### config.mk
export PLATFORM = sky130hd
export DESIGN_NAME = mhsd_pos
export DESIGN_NICKNAME = d
export VERILOG_FILES = /design/src/rtl/mhsd_pkg.sv /design/src/rtl/mhsd_pos.sv
export SDC_FILE = /design/constraint.sdc
export NUM_CORES = 1
export LEC_CHECK = 0
export ABC_CLOCK_PERIOD_IN_PS = 5100
export BUFFER_PORTS_ARGS = -buffer_cell sky130_fd_sc_hd__buf_4
export CELL_PAD_IN_SITES_DETAIL_PLACEMENT = 1
export CELL_PAD_IN_SITES_GLOBAL_PLACEMENT = 1
export CORE_MARGIN = 2
export CORE_UTILIZATION = 30
export CTS_BUF_LIST = sky130_fd_sc_hd__clkbuf_4 sky130_fd_sc_hd__clkbuf_8
export DETAILED_ROUTE_END_ITERATION = 6
export GPL_ROUTABILITY_DRIVEN = 0
export PLACE_DENSITY = 0.62
export SKIP_LAST_GASP = 1
export SYNTH_ARGS = -nofsm -noshare
export SYNTH_HDL_FRONTEND = slang
export SYNTH_SLANG_ARGS = --single-unit
export TNS_END_PERCENT = 50
### constraint.sdc
create_clock -name clk -period 5.1 [get_ports clk]
set_clock_uncertainty 0.1 [all_clocks]
set_input_delay 0.51 -clock clk [delete_from_list [all_inputs] [get_ports clk]]
set_output_delay 0.51 -clock clk [all_outputs]
set_load 0.05 [all_outputs]
### src/rtl/mhsd_pkg.sv
// Shared constants and types for the mean half-size downsampler.
package mhsd_pkg;

	localparam int PIX_W  = 16;
	localparam int CFG_W  = 11;
	localparam int IDX_W  = 2;
	localparam int MEAN_W = 19;
	localparam int OUTX_W = 9;
	localparam int OUTY_W = 9;
	localparam int OUTZ_W = 10;

	typedef enum logic [IDX_W-1:0] {
		REG_MODE_3D   = 2'd0,
		REG_IN_WIDTH  = 2'd1,
		REG_IN_HEIGHT = 2'd2,
		REG_IN_DEPTH  = 2'd3
	} cfg_reg_t;

	// Per-voxel block control, produced by the position tracker.
	typedef struct packed {
		logic active;    // voxel lies inside a full block
		logic odd;       // second voxel of an x pair
		logic opens;     // first pair of its block
		logic closes;    // final pair of its block
		logic vol_last;  // block is the last output of the volume
		logic three;     // 2x2x2 averaging in effect
	} blk_ctl_t;

endpackage

### src/rtl/mhsd_pos.sv
// Configuration registers and volume position tracking for the downsampler.
module mhsd_pos import mhsd_pkg::*; #(
	parameter int MAX_WIDTH  = 1024,
	parameter int MAX_HEIGHT = 1024,
	parameter int MAX_DEPTH  = 1024,
	localparam int XW        = $clog2(MAX_WIDTH + 1),
	localparam int YW        = $clog2(MAX_HEIGHT + 1),
	localparam int ZW        = $clog2(MAX_DEPTH + 1),
	localparam int HALF_W    = MAX_WIDTH / 2,
	localparam int HALF_H    = MAX_HEIGHT / 2,
	localparam int MEM_DEPTH = HALF_W * HALF_H,
	localparam int AW        = (MEM_DEPTH > 1) ? $clog2(MEM_DEPTH) : 1
) (
	input  logic             clk,
	input  logic             arst_n,
	input  logic             wr_en,
	input  logic [IDX_W-1:0] wr_index,
	input  logic [CFG_W-1:0] wr_data,
	input  logic             step,
	output blk_ctl_t         ctl,
	output logic [XW-2:0]    ox,
	output logic [YW-2:0]    oy,
	output logic [ZW-1:0]    oz,
	output logic [AW-1:0]    addr
);

	localparam logic [CFG_W-1:0] RST_IN_WIDTH  = 11'd1024;
	localparam logic [CFG_W-1:0] RST_IN_HEIGHT = 11'd1024;
	localparam logic [CFG_W-1:0] RST_IN_DEPTH  = 11'd1;
	localparam logic [AW-1:0]    ROW_STRIDE    = AW'(HALF_W);

	logic             mode_q;
	logic [CFG_W-1:0] width_q;
	logic [CFG_W-1:0] height_q;
	logic [CFG_W-1:0] depth_q;
	logic [XW-1:0]    x_q;
	logic [YW-1:0]    y_q;
	logic [ZW-1:0]    z_q;

	logic [XW-1:0]    w;
	logic [YW-1:0]    h;
	logic [ZW-1:0]    d;
	logic [ZW-1:0]    z_lim;
	logic [ZW-1:0]    dz;
	logic [XW-1:0]    x_inc;
	logic [YW-1:0]    y_inc;
	logic [ZW-1:0]    z_inc;
	logic             three;

	// Clamp the programmed dimensions into the supported range.
	always_comb begin
		if (width_q < CFG_W'(2)) begin
			w = XW'(2);
		end else if (32'(width_q) > MAX_WIDTH) begin
			w = XW'(MAX_WIDTH);
		end else begin
			w = XW'(width_q);
		end
		if (height_q < CFG_W'(2)) begin
			h = YW'(2);
		end else if (32'(height_q) > MAX_HEIGHT) begin
			h = YW'(MAX_HEIGHT);
		end else begin
			h = YW'(height_q);
		end
		if (depth_q == '0) begin
			d = ZW'(1);
		end else if (32'(depth_q) > MAX_DEPTH) begin
			d = ZW'(MAX_DEPTH);
		end else begin
			d = ZW'(depth_q);
		end
	end

	// A single slice falls back to 2x2 averaging.
	assign three = mode_q && (d != ZW'(1));
	assign z_lim = three ? (d & ~ZW'(1)) : d;
	assign dz    = three ? (d >> 1) : d;

	assign ox   = x_q[XW-1:1];
	assign oy   = y_q[YW-1:1];
	assign oz   = three ? (z_q >> 1) : z_q;
	assign addr = AW'(oy) * ROW_STRIDE + AW'(ox);

	always_comb begin
		ctl.active   = (x_q < (w & ~XW'(1))) && (y_q < (h & ~YW'(1))) && (z_q < z_lim);
		ctl.odd      = x_q[0];
		ctl.opens    = !y_q[0] && (!three || !z_q[0]);
		ctl.closes   = y_q[0] && (!three || z_q[0]);
		ctl.vol_last = (ox == w[XW-1:1] - 1'b1) && (oy == h[YW-1:1] - 1'b1)
			&& (oz == dz - ZW'(1));
		ctl.three    = three;
	end

	assign x_inc = x_q + 1'b1;
	assign y_inc = y_q + 1'b1;
	assign z_inc = z_q + 1'b1;

	always_ff @(posedge clk or negedge arst_n) begin
		if (!arst_n) begin
			mode_q   <= 1'b0;
			width_q  <= RST_IN_WIDTH;
			height_q <= RST_IN_HEIGHT;
			depth_q  <= RST_IN_DEPTH;
			x_q      <= '0;
			y_q      <= '0;
			z_q      <= '0;
		end else if (wr_en) begin
			case (cfg_reg_t'(wr_index))
				REG_MODE_3D:   mode_q   <= wr_data[0];
				REG_IN_WIDTH:  width_q  <= wr_data;
				REG_IN_HEIGHT: height_q <= wr_data;
				REG_IN_DEPTH:  depth_q  <= wr_data;
				default:       mode_q   <= mode_q;
			endcase
			// restart the volume
			x_q <= '0;
			y_q <= '0;
			z_q <= '0;
		end else if (step) begin
			if (x_inc >= w) begin
				x_q <= '0;
				if (y_inc >= h) begin
					y_q <= '0;
					z_q <= (z_inc >= d) ? '0 : z_inc;
				end else begin
					y_q <= y_inc;
				end
			end else begin
				x_q <= x_inc;
			end
		end
	end

endmodule

==> results.cfg <==
[floorplan]
die_h_um = 151.3
ios = 72
num_rows = 53
die_w_um = 151.3
coreArea_um2 = 21150
dieArea_um2 = 22900
initial_core_util_pct = 30.79

[detailed_routing]
ant_nets = 0
drtIter0Drc = 277
routed-via-count = 5682
via_per_inst = 5.276
wire_per_inst_um = 18.90
drc = 0
drt_first_pass_iters = 4
routed_wl_um = 20360

[global_route]
grt_pass1_wl_um = 32730
grt_max_degree = 68
antenna_found_initial = 0
grt_overflow = 0
grt_usage_pct = 18.61
first_global_vias = 5661

[critical_path]
cp_common_cell = mux2_2
critPathLaunchType = flop
path_cells = or4_4, or3_4, o21ai_4, inv_2, mux2_2, ha_1, o21a_1, a311o_1, mux2_2, a2111oi_2, nand4_1, nor4b_2, buf_4
crit_arrival_ns = 4.31
worstSetupEndpointType = output pin
path_buf_inv = 2
critPathRequiredTime_ns = 4.49
cpPeakStageDelay_ns = 0.58
ff2ff_setup_slack_ns = 1.32
crit_type = flop to output pin
critPathMaxFanout = 8
crit_family = simple AND/OR/NAND/NOR gates
crit_slowest_cell = or4_4

[power_and_ir_drop]
leakagePower_nw = 3.387
powerDensity_nw_per_um2 = 332.1
irDropWorstVdd_uv = 145.8

[placement]
numPortBuffers = 71
place_area_um2 = 7122
place_hpwl_um = 15670

[logic_synthesis]
yosysWarnings = 0
synth_edf_count = 0
netlist_area_um2 = 6512
yosysTopAreaCellShare_pct = 24.59
async_flop_share_pct = 100.0
ys_top_cells_by_count = 89 x nand2_1, 71 x ha_1, 64 x dfrtp_1, 50 x o21ai_0, 44 x nor2_1
synth_seq_area_share_pct = 25.80
yosysMostFrequentCell = nand2_1
synthCells = 773
postSynthAreaPerCell_um2 = 8.425
synth_ff_type = dfrtp_1
ys_types = 65
ys_ff_latch = 67
synth_area_leaders = dfrtp_1 25%, ha_1 14%, mux2_2 6.2%, nand2_1 5.1%, xnor2_1 5.1%
syn_nets = 861
synth_area_leader_cell = dfrtp_1

[layout]
finalInstanceArea_um2 = 7383
syn_to_final_growth_pct = 13.37
diodes = 0
drive_above_1_share_pct = 19.20
nets = 885
n_fill_cell = 2488

[timing]
max_slew.worst_pin.slew_ns = 0.9187
min_period_over_period_pct = 96.41
finalHoldViolations = 0
final_max_slew_viol_count = 0
max_slew_margin_pct = 38.76
tns_ns = 0
period_minus_slack_ns = 4.917
fmax_mhz = 203.4
setup_viol = 0
rsz0062_at_grt = no

[clock_tree]
cts_tree = yes
cts-htree-levels = 3
cts_made_buffers = 9
cts.sinks = 67
insertion_delay_ns = 0.38
clockRootBuffer = clkbuf_8
post_cts_buffers = 0
path_clk_slew_ns = 0.10
clockBufferDepth = 2

[run_status]
status = finished, final reports clean

[flow_run]
max_cap_viol_count = 0

[worst_hold_path]
hold_class = input pin to async pin
[layout by cell type, fill, tap and decap left out, types with 6 or more instances in the layout]
cell type and n:
buf_4 80, o21ai_0 49, nand2_1 89, clkbuf_8 9, and3_1 12, mux2_2 36
nand3_1 36, dfrtp_1 63, o21a_1 10, nand2b_1 21, a31oi_1 6, a21oi_1 30
nor2_1 44, ha_1 70, xor2_1 32, a21o_1 8, nor2b_1 19, inv_1 15
nand4_1 12, xnor2_1 38, nor3_1 9
[where the power goes]
group	switching [mW]	total (mW)	internal, mW
logic	0.696	1.17	0.479
clock network	0.270	0.505	0.235
registers	0.166	0.772	0.607
total	1.13	2.45	1.32
[cell type report]
class	instances	area [µm²]	area share, %
Multi-Input combinational cell	621	4482	60.70
Sequential cell	67	1682	22.78
Timing Repair Buffer	80	600.6	8.134
Tap cell	275	344.1	4.660
Clock buffer	9	123.9	1.678
Clock inverter	7	83.83	1.135
Inverter	18	67.56	0.9151
[path summary, 6_finish.rpt]
path                             start          end  cells past startpoint
max in group asynchronous       arst_n   width_q[7]                      1
setup reg to reg                x_q[0]       z_q[0]                     14
hold / removal                  arst_n       z_q[0]                      1
min in group clk           wr_data[10]  depth_q[10]                      2
hold reg to reg            height_q[0]  height_q[0]                      1
setup / recovery            depth_q[4]       ctl[1]                     13
[per-layer routing]
layer / wire [µm] / vias up / global-route usage [%]
met2: 8870 / 90 / 28.17
li1: - / 2809 / -
met1: 10700 / 2766 / 28.01
met4: 228 / 0 / 4.533
met5: 0 / - / 0
met3: 556 / 17 / 2.108
[through the flow]
stage          power [mW]  instances  setup slack [ns]  util [%]  hold WS, ns
6_report            2.452       1077            0.1833     34.90       0.1348
5_1_grt             2.643       1077          0.004545     34.90       0.2111
4_1_cts             2.461       1077          0.004458     34.71       0.1689
3_5_place_dp        1.938       1061            0.2527     33.67       0.4542
3_3_place_gp        1.926       1061            0.3555     33.67       0.4406
2_1_floorplan       1.588        773           0.09666         -       0.1144
[timing repair]
| item | CTS | global route |
|---|---|---|
| cloned | 0 | 0 |
| hold buffers | 0 | 0 |
| gates resized for setup | 3 | 10 |
| pin swaps | 0 | 2 |
| setup endpoints to repair | 1 | 1 |
[flip-flops by register name (all words and copies together) (netlist names)]
signal and cells:
z_q 11, x_q 11, depth_q 11, width_q 11, mode_q 1, height_q 11
y_q 11
[cell families (layout without fill, tap and decap cells)]
group / Yosys count / after routing / synth area share (%)
simple gates: 276 / 276 / 21.19
compound gates: 162 / 162 / 16.54
buf+inv: 85 / 114 / 6.186
fa+ha+maj: 71 / 71 / 13.64
xor+xnor: 70 / 70 / 9.414
flops: 67 / 67 / 25.80
mux: 42 / 42 / 7.224
Note: power is estimated with default switching activity, not from simulation.
